## src/otet_pkg.sv

```systemverilog
// Package for the one-shot timer event table.
// Holds item types, command and status codes, and controller/datapath structs.
// No dependencies.
`default_nettype none

package otet_pkg;

    localparam int DEFAULT_NUM_SLOTS = 8;
    localparam int RESULT_CAP        = 8;
    localparam int CNT_W             = $clog2(RESULT_CAP + 1);

    localparam logic [2:0] CMD_ACTIVATE   = 3'd0;
    localparam logic [2:0] CMD_REACTIVATE = 3'd1;
    localparam logic [2:0] CMD_CANCEL     = 3'd2;
    localparam logic [2:0] CMD_TICK       = 3'd3;
    localparam logic [2:0] CMD_POLL       = 3'd4;

    localparam logic [1:0] ST_OK      = 2'd0;
    localparam logic [1:0] ST_DUP     = 2'd1;
    localparam logic [1:0] ST_FULL    = 2'd2;
    localparam logic [1:0] ST_RESTART = 2'd3;

    typedef struct packed {
        logic [2:0]  command;
        logic [7:0]  event_id;
        logic [15:0] time_value;
    } in_item_t;

    typedef struct packed {
        logic       event_fired;
        logic [7:0] fired_event;
        logic [1:0] status;
        logic       last;
    } out_item_t;

    typedef struct packed {
        logic [7:0]  event_id;
        logic [15:0] remaining;
    } slot_word_t;

    typedef struct packed {
        logic load;
        logic eval;
        logic finish;
    } dp_cmd_t;

    typedef struct packed {
        logic last_slot;
        logic cap_hit;
    } dp_status_t;

endpackage

`default_nettype wire

```

## src/otet_ctrl.sv

```systemverilog
// Controller state machine of the one-shot timer event table.
// Sequences the slot scan of the datapath; uses otet_pkg.
`default_nettype none

module otet_ctrl (
    input  wire logic               clk,
    input  wire logic               rst_n,
    input  wire logic               start,
    output logic                    busy,
    output otet_pkg::dp_cmd_t       cmd,
    input  wire otet_pkg::dp_status_t stat
);
    import otet_pkg::*;

    typedef enum logic [3:0] {
        S_IDLE   = 4'b0001,
        S_READ   = 4'b0010,
        S_EVAL   = 4'b0100,
        S_FINISH = 4'b1000
    } state_t;

    state_t state_reg;
    state_t state_next;

    always_ff @(posedge clk or negedge rst_n)
    begin
        if (!rst_n)
        begin
            state_reg <= S_IDLE;
        end
        else
        begin
            state_reg <= state_next;
        end
    end

    always_comb
    begin
        state_next = state_reg;
        case (state_reg)
            S_IDLE:
            begin
                if (start)
                begin
                    state_next = S_READ;
                end
            end
            S_READ:
            begin
                state_next = S_EVAL;
            end
            S_EVAL:
            begin
                if (stat.cap_hit || stat.last_slot)
                begin
                    state_next = S_FINISH;
                end
                else
                begin
                    state_next = S_READ;
                end
            end
            S_FINISH:
            begin
                state_next = S_IDLE;
            end
            default:
            begin
                state_next = S_IDLE;
            end
        endcase
    end

    assign busy       = (state_reg != S_IDLE);
    assign cmd.load   = (state_reg == S_IDLE) && start;
    assign cmd.eval   = (state_reg == S_EVAL);
    assign cmd.finish = (state_reg == S_FINISH);

endmodule

`default_nettype wire

```

## src/otet_datapath.sv

```systemverilog
// Datapath of the one-shot timer event table: slot memory, active bits,
// scan index, search flags, pending expiry and result register; uses otet_pkg.
`default_nettype none

module otet_datapath #(
    parameter int NUM_SLOTS = otet_pkg::DEFAULT_NUM_SLOTS
) (
    input  wire logic                 clk,
    input  wire logic                 rst_n,
    input  wire otet_pkg::in_item_t   request,
    input  wire otet_pkg::dp_cmd_t    cmd,
    output otet_pkg::dp_status_t      stat,
    output otet_pkg::out_item_t       result,
    output logic                      result_valid
);
    import otet_pkg::*;

    localparam int IDX_W = (NUM_SLOTS > 1) ? $clog2(NUM_SLOTS) : 1;

    slot_word_t mem [NUM_SLOTS];
    slot_word_t rdata_reg;

    in_item_t               req_reg;
    logic [IDX_W-1:0]       idx_reg, idx_next;
    logic [NUM_SLOTS-1:0]   active_reg, active_next;
    logic                   match_found_reg, match_found_next;
    logic [IDX_W-1:0]       match_idx_reg, match_idx_next;
    logic                   free_found_reg, free_found_next;
    logic [IDX_W-1:0]       free_idx_reg, free_idx_next;
    logic [CNT_W-1:0]       found_cnt_reg, found_cnt_next;
    logic                   pend_valid_reg, pend_valid_next;
    logic [7:0]             pend_event_reg, pend_event_next;
    out_item_t              result_reg, result_next;
    logic                   result_valid_reg, result_valid_next;

    logic                   mem_we;
    logic [IDX_W-1:0]       mem_waddr;
    slot_word_t             mem_wdata;

    logic slot_act;
    logic slot_hit;
    logic slot_expired;
    logic found_now;
    logic [1:0] start_status;

    assign slot_act     = active_reg[idx_reg];
    assign slot_hit     = slot_act && (rdata_reg.event_id == req_reg.event_id);
    assign slot_expired = slot_act && (rdata_reg.remaining == 16'd0);
    assign found_now    = cmd.eval && (req_reg.command == CMD_POLL) && slot_expired;

    assign stat.last_slot = (idx_reg == IDX_W'(NUM_SLOTS - 1));
    assign stat.cap_hit   = found_now && (found_cnt_reg == CNT_W'(RESULT_CAP - 1));

    always_ff @(posedge clk)
    begin
        if (mem_we)
        begin
            mem[mem_waddr] <= mem_wdata;
        end
        rdata_reg <= mem[idx_reg];
    end

    always_ff @(posedge clk or negedge rst_n)
    begin
        if (!rst_n)
        begin
            active_reg       <= '0;
            pend_valid_reg   <= 1'b0;
            result_valid_reg <= 1'b0;
            match_found_reg  <= 1'b0;
            free_found_reg   <= 1'b0;
            found_cnt_reg    <= '0;
            idx_reg          <= '0;
        end
        else
        begin
            active_reg       <= active_next;
            pend_valid_reg   <= pend_valid_next;
            result_valid_reg <= result_valid_next;
            match_found_reg  <= match_found_next;
            free_found_reg   <= free_found_next;
            found_cnt_reg    <= found_cnt_next;
            idx_reg          <= idx_next;
        end
    end

    always_ff @(posedge clk)
    begin
        if (cmd.load)
        begin
            req_reg <= request;
        end
        match_idx_reg  <= match_idx_next;
        free_idx_reg   <= free_idx_next;
        pend_event_reg <= pend_event_next;
        result_reg     <= result_next;
    end

    always_comb
    begin
        idx_next          = idx_reg;
        active_next       = active_reg;
        match_found_next  = match_found_reg;
        match_idx_next    = match_idx_reg;
        free_found_next   = free_found_reg;
        free_idx_next     = free_idx_reg;
        found_cnt_next    = found_cnt_reg;
        pend_valid_next   = pend_valid_reg;
        pend_event_next   = pend_event_reg;
        result_next       = result_reg;
        result_valid_next = 1'b0;
        mem_we            = 1'b0;
        mem_waddr         = idx_reg;
        mem_wdata         = rdata_reg;
        start_status      = ST_OK;

        if (match_found_reg)
        begin
            start_status = ST_DUP;
        end
        else if (!free_found_reg)
        begin
            start_status = ST_FULL;
        end

        if (cmd.load)
        begin
            idx_next         = '0;
            match_found_next = 1'b0;
            free_found_next  = 1'b0;
            found_cnt_next   = '0;
            pend_valid_next  = 1'b0;
        end
        else if (cmd.eval)
        begin
            idx_next = IDX_W'(idx_reg + 1'b1);
            case (req_reg.command)
                CMD_ACTIVATE, CMD_REACTIVATE:
                begin
                    if (slot_hit && !match_found_reg)
                    begin
                        match_found_next = 1'b1;
                        match_idx_next   = idx_reg;
                    end
                    if (!slot_act && !free_found_reg)
                    begin
                        free_found_next = 1'b1;
                        free_idx_next   = idx_reg;
                    end
                end
                CMD_CANCEL:
                begin
                    if (slot_hit)
                    begin
                        active_next[idx_reg] = 1'b0;
                    end
                end
                CMD_TICK:
                begin
                    if (slot_act && (rdata_reg.remaining != 16'd0))
                    begin
                        mem_we              = 1'b1;
                        mem_waddr           = idx_reg;
                        mem_wdata.event_id  = rdata_reg.event_id;
                        mem_wdata.remaining = 16'(rdata_reg.remaining - 16'd1);
                    end
                end
                CMD_POLL:
                begin
                    if (slot_expired)
                    begin
                        active_next[idx_reg] = 1'b0;
                        if (pend_valid_reg)
                        begin
                            result_valid_next       = 1'b1;
                            result_next.event_fired = 1'b1;
                            result_next.fired_event = pend_event_reg;
                            result_next.status      = ST_OK;
                            result_next.last        = 1'b0;
                        end
                        pend_valid_next = 1'b1;
                        pend_event_next = rdata_reg.event_id;
                        found_cnt_next  = CNT_W'(found_cnt_reg + 1'b1);
                    end
                end
                default:
                begin
                end
            endcase
        end
        else if (cmd.finish)
        begin
            result_valid_next       = 1'b1;
            result_next.event_fired = 1'b0;
            result_next.fired_event = 8'd0;
            result_next.status      = ST_OK;
            result_next.last        = 1'b1;
            mem_wdata.event_id      = req_reg.event_id;
            mem_wdata.remaining     = req_reg.time_value;
            case (req_reg.command)
                CMD_ACTIVATE:
                begin
                    result_next.status = start_status;
                    if (!match_found_reg && free_found_reg)
                    begin
                        mem_we                    = 1'b1;
                        mem_waddr                 = free_idx_reg;
                        active_next[free_idx_reg] = 1'b1;
                    end
                end
                CMD_REACTIVATE:
                begin
                    if (match_found_reg)
                    begin
                        result_next.status = ST_RESTART;
                        mem_we             = 1'b1;
                        mem_waddr          = match_idx_reg;
                    end
                    else
                    begin
                        result_next.status = start_status;
                        if (free_found_reg)
                        begin
                            mem_we                    = 1'b1;
                            mem_waddr                 = free_idx_reg;
                            active_next[free_idx_reg] = 1'b1;
                        end
                    end
                end
                CMD_POLL:
                begin
                    if (pend_valid_reg)
                    begin
                        result_next.event_fired = 1'b1;
                        result_next.fired_event = pend_event_reg;
                    end
                    pend_valid_next = 1'b0;
                end
                default:
                begin
                end
            endcase
        end
    end

    assign result       = result_reg;
    assign result_valid = result_valid_reg;

endmodule

`default_nettype wire

```

## src/one_shot_timer_event_table.sv

```systemverilog
// Top level of the one-shot timer event table.
// Instantiates otet_ctrl and otet_datapath; uses otet_pkg.
//
// channel   signals                      handshake
// --------  ---------------------------  ---------------------------------
// request   request (in_item_t)          taken when start && !busy
// result    result (out_item_t)          valid for one cycle on result_valid
//
// From accept until busy falls, an item reads and then evaluates every slot in
// turn through the single registered read port of the slot memory, then passes
// a finish state. A poll that reaches eight expiries ends its scan at that slot.
// Results leave through an output register, so the final result shows in the
// first idle cycle. Reset frees every slot at once.
// The result side has no stall; the request side waits on busy.
`default_nettype none

module one_shot_timer_event_table #(
    parameter int NUM_SLOTS = otet_pkg::DEFAULT_NUM_SLOTS
) (
    input  wire logic               clk,
    input  wire logic               rst_n,
    input  wire logic               start,
    output logic                    busy,
    input  wire otet_pkg::in_item_t request,
    output otet_pkg::out_item_t     result,
    output logic                    result_valid
);
    import otet_pkg::*;

    dp_cmd_t    cmd;
    dp_status_t stat;

    otet_ctrl u_ctrl (
        .clk   (clk),
        .rst_n (rst_n),
        .start (start),
        .busy  (busy),
        .cmd   (cmd),
        .stat  (stat)
    );

    otet_datapath #(
        .NUM_SLOTS (NUM_SLOTS)
    ) u_datapath (
        .clk          (clk),
        .rst_n        (rst_n),
        .request      (request),
        .cmd          (cmd),
        .stat         (stat),
        .result       (result),
        .result_valid (result_valid)
    );

endmodule

`default_nettype wire

```

## config.mk

```make
export PLATFORM = sky130hd
export DESIGN_NAME = one_shot_timer_event_table
export DESIGN_NICKNAME = d
export VERILOG_FILES = /design/src/otet_pkg.sv /design/src/otet_ctrl.sv /design/src/otet_datapath.sv /design/src/one_shot_timer_event_table.sv
export SDC_FILE = /design/constraint.sdc
export NUM_CORES = 1
export LEC_CHECK = 0
export ABC_CLOCK_PERIOD_IN_PS = 8100
export BUFFER_PORTS_ARGS = -buffer_cell sky130_fd_sc_hd__buf_2
export CAP_MARGIN = 20
export CORE_MARGIN = 5
export CORE_UTILIZATION = 46
export DETAILED_ROUTE_END_ITERATION = 8
export GPL_TIMING_DRIVEN = 0
export PLACE_DENSITY_LB_ADDON = 0.15
export SLEW_MARGIN = 30
export SYNTH_ARGS = -nofsm -noshare
export SYNTH_HDL_FRONTEND = slang
export SYNTH_SLANG_ARGS = --single-unit
```

## constraint.sdc

```tcl
create_clock -name clk -period 8.1 [get_ports clk]
set_input_delay 1.215 -clock clk [delete_from_list [all_inputs] [get_ports clk]]
set_output_delay 1.215 -clock clk [all_outputs]
set_load 0.05 [all_outputs]
```

==> metrics, run 1 <==
status=finished, final reports clean; Min Hold Slack=~0.47 ns; largest net degree at the start of global routing=34; post-CTS setup buffers=0; final hold vios=0; Antenna Cells=0; vias in the first global route=~7400; power density over cell area=~290 mW/mm^2; Storage cell area=0.00841 mm^2; leakage=between 4 and 5 nW; count leader, synth=edfxtp_1; first-pass iteration count of the detailed router=7; Worst setup SP type=flop; Bufs on Longest Clock Path=3; synthesized flop and latch total=approximately 300; io pins=between 40 and 50; Yosys cell types=slightly above 60; max FFs per register=between 150 and 200; top post-synthesis cells by count=edfxtp_1 (245), a22oi_1 (106), nand2_1 (57), nand4_1 (37), nor2_1 (30); DR DRC count=0; CTS resizes=0; dpl hpwl=roughly 20000 um; TNS Setup=0 ns; port bufs=43; Flop pwr share=between 50% and 60%; EDFF count, synth=approximately 250; Slew Limit Fails=0; post-route ant nets=0; footprint of the multi-input gates=between 0.002 and 0.003 mm^2; Post-Syn Area per Cell=between 15 and 20 um^2; slew margin rel.=a little under two fifths; H-tree levels=1; critical path fanouts, max=9; hold buffers post-CTS=0; RSZ-0062 raised after global routing=no; clk slew on worst S/H paths=0.06 ns; syn nets=between 700 and 800; CTS tree=yes; total gr overflow=0; violation count after the first detailed-route iteration=approximately 880; Synth Instances=roughly 750; Comb pwr share=13.3%; Internal Power=between 2 and 3 mW; Achievable Freq=253 MHz; worst path required time=8.38 ns; routed wire length per instance=24.4 um; Area Growth Syn to Fin=17.0%; Routability Congestion=between 0.9 and 1; Synth area leader=edfxtp_1; CP arrival=between 4 and 5 ns; maxcap violations=0; first-pass GRT wire length=about 44000 um; initial antenna violation count=0; Routed WL=29300 um; Die ar.=around 0.028 mm^2; clk_lat worst skew=0.57 ns; Synth top area share=between 60% and 70%; VDD IR max=~0.17 mV; Filler cells=2020; synthesized area=approximately 0.011 mm^2; clock root cell=clkbuf_16; ranking of synthesized cells by area=edfxtp_1 (65%), a22oi_1 (7.0%), dfrtp_1 (4.9%); core region area=0.0242 mm^2; FF-to-FF setup slack=about 4.2 ns; vias=7310; Clk network pwr share=35.3%; vias per cell=between 6 and 7; FFs w/ async S/R, synth=7.88%; CTS Sinks=292; Die Wd=about 170 um; Sw Pwr=1.02 mW; Final Setup Violations=0; worst hold path type=flop to flop; Fin Clk Skew=0.0145 ns; Initial Utilization=around 47%; Switching Share=between 20% and 30%; Die Y=167 um; synthesis warning total=0; register area share after synthesis=74.3%; nets@finish=just under 900; fin crit share=48.7%; minimum clock period=3.95 ns; Synth Flop Type=edfxtp_1; final core utilization=between 50 and 60%; FP Rows=57; GRT Util Overall=between 20 and 25%; Crit Path Class=flop to flop; worst-margin pin slew=around 0.93 ns; layout cells sized above 1=around 18%; crit end category=flop; Num CTS Buffers=30
kinds of logic after synthesis:
| family | count (synthesis) | synth area share (%) |
|---|---|---|
| flops | 292 | 74.3 |
| xor+xnor | 8 | 0.619 |
| compound gates | 178 | 11.9 |
| mux | 4 | 0.376 |
| simple gates | 217 | 10.7 |
| fa+ha+maj | 5 | 0.552 |
| buf+inv | 42 | 1.51 |
area by class of cell:
| type | instances | share of cell area (%) |
|---|---|---|
| Buffer | 33 | 1.02 |
| Inverter | 9 | 0.274 |
| Tap cell | 324 | 3.06 |
| Sequential cell | 292 | 63.5 |
| Clock buffer | 36 | 6.06 |
| Timing Repair Buffer | 75 | 3.53 |
| Multi-Input combinational cell | 412 | 21.2 |
| Clock inverter | 20 | 1.34 |
critical path, cell delays in order, from the launching register on:
cell	delay [ns]
dfrtp_1	0.46
nor4b_4	0.79
inv_4	0.19
nor2_2	0.19
nand3_2	0.16
o31a_1	0.42
nor4_2	0.49
buf_2	0.31
buf_2	0.23
buf_2	0.22
buf_4	0.18
worst paths after layout:
kind | to | start | cells past startpoint
worst min register to register | u_datapath.rdata_reg[7] | u_datapath.mem[7][7] | 2
max in group asynchronous | u_ctrl.state_reg[0] | rst_n | 1
worst max register to register | u_datapath.mem[4][12] | u_ctrl.state_reg[1] | 10
worst max-delay path | u_datapath.mem[4][12] | u_ctrl.state_reg[1] | 10
min in group asynchronous | u_datapath.active_reg[5] | rst_n | 1
worst min-delay path | u_datapath.rdata_reg[7] | u_datapath.mem[7][7] | 2
cell usage in the layout, fill, tap and decap left out, types with 8 or more instances in the layout:
cell       count
edfxtp_1     245
nor3_1        11
o21a_1         8
a22oi_1      106
dfxtp_1       24
xnor2_1        8
nand4_1       37
and3_1         9
nor2b_1       13
nand3_1       13
clkinv_2       9
dfrtp_1       22
clkbuf_1      29
o21ai_0        9
o211ai_1       8
nand2_1       57
clkbuf_16     30
buf_2         55
nor2_1        29
buf_4         20
metrics by stage:
stage	instance area (um^2)	power, mW	setup WS [ns]	cells
2_1_floorplan	11300	2.26	3.68	746
3_3_place_gp	11900	2.45	0.328	1113
3_5_place_dp	12300	2.47	4.25	1145
4_1_cts	13200	3.81	4.25	1201
5_1_grt	13200	3.94	4.05	1201
6_report	13200	3.79	4.15	1201
power groups by stage:
stage,Combinational [mW],Clock (mW),Sequential (mW)
5_1_grt,0.548,1.43,1.96
3_5_place_dp,0.495,0,1.97
6_report,0.502,1.34,1.95
2_1_floorplan,0.327,0,1.94
3_3_place_gp,0.474,0,1.97
4_1_cts,0.497,1.37,1.94
per-layer routing:
layer  share of wire, %  track usage (%)  vias to the layer above
li1                   -                -                     3214
met1                 41             28.5                     3630
met2                 46             32.7                      377
met3                8.7             4.15                       89
met4                3.9             7.65                        0
met5                  0                0                        -
No activity file was read; power rests on OpenSTA's default activity.
==> run 2: changes to the inputs <==
- ABC_CLOCK_PERIOD_IN_PS: 8100 -> 3400
- clock period: 8.1 -> 3.4 ns (I/O delays scaled with it)
==> metrics, run 2 (synthesis gave the netlist of run 1 again) <==
post-route cell area=0.0134 mm^2 (+1.1%); initial antenna violation count=0 (unchanged); worst hold start=request[16]; VDD IR max=0.500 mV (+190%); nets@finish=887 (-0.11%); FP Rows=57 (unchanged); DR DRC count=0 (unchanged); clk slew on worst S/H paths=0.06 ns (about the same); dpl hpwl=20400 um (+1.9%); io pins=44 (unchanged); final hold vios=0 (unchanged); status=finished, final reports clean; Initial Utilization=46.7% (unchanged); final core utilization=55.2% (+0.59 points); Sw Pwr=2.46 mW (+140%); Switching Share=26.7% (-0.35 points); first-pass GRT wire length=44000 um (-0.41%); Die Y=167 um (unchanged); Crit Path Class=flop to flop; Bufs on Longest Clock Path=3 (unchanged); Min Hold Slack=0.139 ns (-0.327 ns); Die ar.=0.0279 mm^2 (unchanged); worst path required time=3.65 ns (-4.73 ns); critical path fanouts, max=8 (-1); violation count after the first detailed-route iteration=710 (-19%); Comb pwr share=13.4% (about the same); leakage=4.51 nW (+0.75%); Routability Congestion=0.857 (-7.4%); Slew Limit Fails=0 (unchanged); CTS tree=yes; Filler cells=1959 (-3.0%); Flop pwr share=50.3% (-1.1 points); core region area=0.0242 mm^2 (unchanged); Final Setup Violations=0 (unchanged); port bufs=43 (unchanged); Die Wd=167 um (unchanged); crit end category=flop; Routed WL=29400 um (+0.47%); placed cell areas=0.0123 mm^2 (+0.18%); worst-margin pin slew=1.02 ns (+0.0899 ns); Clk network pwr share=36.2% (+0.9 points); Num CTS Buffers=30 (unchanged); vias=7220 (-1.2%); GRT Util Overall=20.7% (+0.098 points); routed wire length per instance=24.5 um (+0.56%); footprint of the multi-input gates=0.00286 mm^2 (+1.9%); Storage cell area=0.00841 mm^2 (unchanged); largest net degree at the start of global routing=34 (unchanged); max FFs per register=192 (unchanged); H-tree levels=1 (unchanged); worst hold path type=input port to flop; Achievable Freq=306 MHz (+21%); Internal Power=6.76 mW (+140%); Fin Clk Skew=0.00947 ns (-0.00500 ns); clock root cell=clkbuf_16; RSZ-0062 raised after global routing=no; Antenna Cells=0 (unchanged); total gr overflow=0 (unchanged); first-pass iteration count of the detailed router=5 (-2); most frequent cells in the layout=edfxtp_1 (245), a22oi_1 (105), nand2_1 (57); clk_lat worst skew=0.54 ns (-0.03 ns); CP startpoint=u_ctrl.state_reg[1]; post-route ant nets=0 (unchanged); vias per cell=6.02 (-1.1%); commonest non-fill, non-tap cell in the layout=edfxtp_1; layout cells sized above 1=18.8% (+0.93 points); Area Growth Syn to Fin=18.3%; minimum clock period=3.27 ns (-0.679 ns); maxcap violations=0 (unchanged); power density over cell area=688 mW/mm^2 (+140%); slew margin rel.=31.8% (-6.2 points); CTS Sinks=292 (unchanged); Worst setup SP type=flop; CP arrival=3.52 ns (-0.70 ns); Reg-to-Reg Start=u_ctrl.state_reg[1]; fin crit share=96.1% (+47 points); vias in the first global route=7221 (-2.3%)
[run 2: area by class of cell]
| type | instances | share of cell area, % |
|---|---|---|
| plain buffers | 33 | 1.01 |
| clock buffers | 37 | 6.34 |
| clock inverters | 19 | 1.39 |
| inverters | 9 | 0.271 |
| multi-input cells | 412 | 21.4 |
| flip-flops and latches | 292 | 62.8 |
| well taps | 324 | 3.03 |
| repair buffers | 74 | 3.77 |
[run 2: worst paths after layout]
| check | to | slack [ns] | depth (start not counted) |
|---|---|---|---|
| max reg2reg | u_datapath.mem[7][12] | 0.13 | 7 |
| min | u_datapath.req_reg[16] | 0.14 | 1 |
| max | u_datapath.mem[7][12] | 0.13 | 7 |
| min in group asynchronous | u_datapath.active_reg[3] | 0.51 | 2 |
| min reg2reg | u_datapath.rdata_reg[22] | 0.47 | 2 |
| max in group asynchronous | u_datapath.found_cnt_reg[2] | 2.51 | 2 |
[run 2: per-stage QoR]
stage / std cells / total power, mW / TNS (ns) / setup slack [ns]
3_3_place_gp: 1113 / 5.87 / -364.03 / -2.66
2_1_floorplan: 746 / 5.39 / -23.19 / -0.395
5_1_grt: 1200 / 9.57 / 0 / 0.00854
6_report: 1200 / 9.22 / 0 / 0.132
3_5_place_dp: 1137 / 5.93 / -8.23 / -0.266
4_1_cts: 1197 / 9.28 / 0 / 0.0230
[run 2: repair_timing]
| action | CTS | global route |
|---|---|---|
| pin swaps | 1 | 2 |
| buffers inserted | 3 | 3 |
| gates resized for setup | 2 | 2 |
| hold buffers | 1 | 0 |
| setup endpoints to repair | 73 | 34 |
| hold endpoints to repair | 22 | 0 |
[run 2: worst max-delay path, stage by stage (launching register included)]
cell     delay [ns]
dfrtp_1        0.46
or4b_1         0.53
buf_2          0.23
nor3_4         0.51
a41oi_2        0.19
nor3_2         0.57
buf_4          0.28
buf_4          0.20
[run 2: metal layers]
metal  wire length, um  vias up  share of wire, %  GRT usage (%)
met2             14400      302                49           35.2
met5                 0        -                 0              0
met3              2180       46               7.4           3.37
li1                  -     3227                 -              -
met4               830        0               2.8           5.83
met1             12000     3645                41           27.9
[run 2: power by group through the flow]
stage               combinational, mW  sequential, mW  clock, mW
finish                           1.24            4.64       3.34
global route                     1.35            4.67       3.55
CTS                              1.24            4.64       3.40
detailed placement               1.22            4.71          0
global placement                 1.17            4.70          0
floorplan                       0.780            4.61          0
==> run 3: changes to the inputs <==
- CORE_UTILIZATION: 46 -> 35
==> metrics, run 3 (synthesis gave the netlist of run 1 again) <==
Hold Path End=u_datapath.req_reg[10]; Bufs on Longest Clock Path=3 (unchanged); Filler cells=2915 (+49%); maxcap violations=0 (unchanged); Post-Place Worst Slack=-0.255 ns (+0.0103 ns); power density over cell area=704 mW/mm^2 (+2.2%); Worst setup SP type=flop; Die Y=190 um (+14%); commonest non-fill, non-tap cell in the layout=edfxtp_1; CTS tree=yes; placed cell areas=0.0124 mm^2 (+1.2%); CP arrival=3.50 ns (-0.02 ns); FP Rows=65 (+14%); R2R cell count=9 (+2); worst hold path stage count=1 (unchanged); Num CTS Buffers=31 (+3.3%); max FFs per register=192 (unchanged); routed wire length per instance=23.9 um (-2.5%); Antenna Cells=0 (unchanged); critical path fanouts, max=8 (unchanged); worst hold start=request[10]; Initial Utilization=35.7% (-11 points); Min Hold Slack=0.133 ns (-0.00517 ns); Routed WL=30500 um (+3.8%); initial antenna violation count=0 (unchanged); io pins=44 (unchanged); Die ar.=0.0360 mm^2 (+29%); worst hold path type=input port to flop; Area Growth Syn to Fin=19.9%; clock root cell=clkbuf_16; Routability Congestion=0.805 (-6.1%); total gr overflow=0 (unchanged); FF-to-FF End=u_datapath.mem[7][11]; Slew Limit Fails=0 (unchanged); Power, Total=9.55 mW (+3.6%); post-route ant nets=0 (unchanged); layout cells sized above 1=17.8% (-1.0 points); Fin Clk Skew=0.00938 ns (-0.0000833 ns); vias in the first global route=6919 (-4.2%); vias per cell=5.53 (-8.0%); nets@finish=885 (-0.23%); post-route cell area=0.0136 mm^2 (+1.4%); Achievable Freq=308 MHz (+0.77%); H-tree levels=1 (unchanged); CP startpoint=u_ctrl.state_reg[1]; GRT Util Overall=16.7% (-4.0 points); Final WS setup=0.157 ns (+0.0249 ns); final core utilization=42.8% (-12 points); RSZ-0062 raised after global routing=no; core region area=0.0317 mm^2 (+31%); worst-margin pin slew=0.927 ns (-0.0916 ns); vias=7068 (-2.1%); clk slew on worst S/H paths=0.06 ns (about the same); CTS Sinks=292 (unchanged); VDD IR max=0.411 mV (-18%); FF-to-FF setup slack=0.16 ns (+0.02 ns); leakage=4.54 nW (+0.64%); slew margin rel.=37.6% (+5.8 points); violation count after the first detailed-route iteration=743 (+4.6%); most frequent cells in the layout=edfxtp_1 (245), a22oi_1 (105), nand2_1 (57); Final Setup Violations=0 (unchanged); port bufs=43 (unchanged); DR DRC count=0 (unchanged); final hold vios=0 (unchanged); crit end category=flop; dpl hpwl=21100 um (+3.6%); largest net degree at the start of global routing=24 (-29%); fin crit share=95.4% (-0.73 points); Reg-to-Reg Start=u_ctrl.state_reg[1]; clk_lat worst skew=0.55 ns (about the same); minimum clock period=3.24 ns (-0.0249 ns); Die Wd=190 um (+14%); Crit Path Class=flop to flop; worst path required time=3.66 ns (about the same); status=finished, final reports clean; first-pass iteration count of the detailed router=6 (+1); first-pass GRT wire length=45600 um (+3.7%)
[run 3: cell type report]
class	instances	area, um^2	share of cell area, %
clock inverters	16	239	1.76
multi-input cells	412	2850	21.0
plain buffers	33	135	0.995
flip-flops and latches	292	8410	62.0
well taps	402	503	3.71
clock buffers	42	877	6.46
inverters	9	36.3	0.267
repair buffers	71	517	3.81
[run 3: layer usage]
layer | part of all wire (%) | routed length (um) | global-route usage (%) | vias up
met5 | 0 | 0 | 0 | -
met1 | 45 | 13800 | 24.4 | 3600
met4 | 1.5 | 455 | 3.03 | 0
met3 | 5.0 | 1530 | 2.18 | 35
met2 | 48 | 14700 | 27.3 | 200
li1 | - | - | - | 3233
[run 3: through the flow]
step	TNS [ns]	cells
global route	0	1277
finish	0	1277
floorplan	-23.19	746
global placement	-365.36	1191
detailed placement	-4.96	1216
CTS	0	1277
[run 3: what timing repair did]
action                                  CTS  global route
gates resized for setup                   2             0
endpoints found under the hold margin    22             0
setup buffers                             2             0
pin swaps                                 2             1
hold buffers                              1             0
endpoints found under the setup margin   52             8
[run 3: where the power goes]
part / internal [mW] / switching, mW
combinational: 0.378 / 0.890
clock: 2.26 / 1.38
sequential: 4.39 / 0.251
total: 7.03 / 2.52
[run 3: worst max path at each step]
stage / endpoint / cells after the start
floorplan: u_datapath.mem[7][0] / 7
global placement: u_datapath.mem[5][19] / 7
detailed placement: u_datapath.mem[1][19] / 9
CTS: u_datapath.mem[6][6] / 8
global route: u_datapath.mem[7][6] / 9
finish: u_datapath.mem[7][11] / 9
[run 3: critical path, cell delays in order (launching register included)]
cell and delay, ns:
dfrtp_1 0.46, or4b_1 0.52, buf_2 0.22, nor2_1 0.19, a22o_1 0.43, inv_1 0.17
nor3_2 0.34, buf_4 0.25, buf_4 0.20, buf_6 0.16
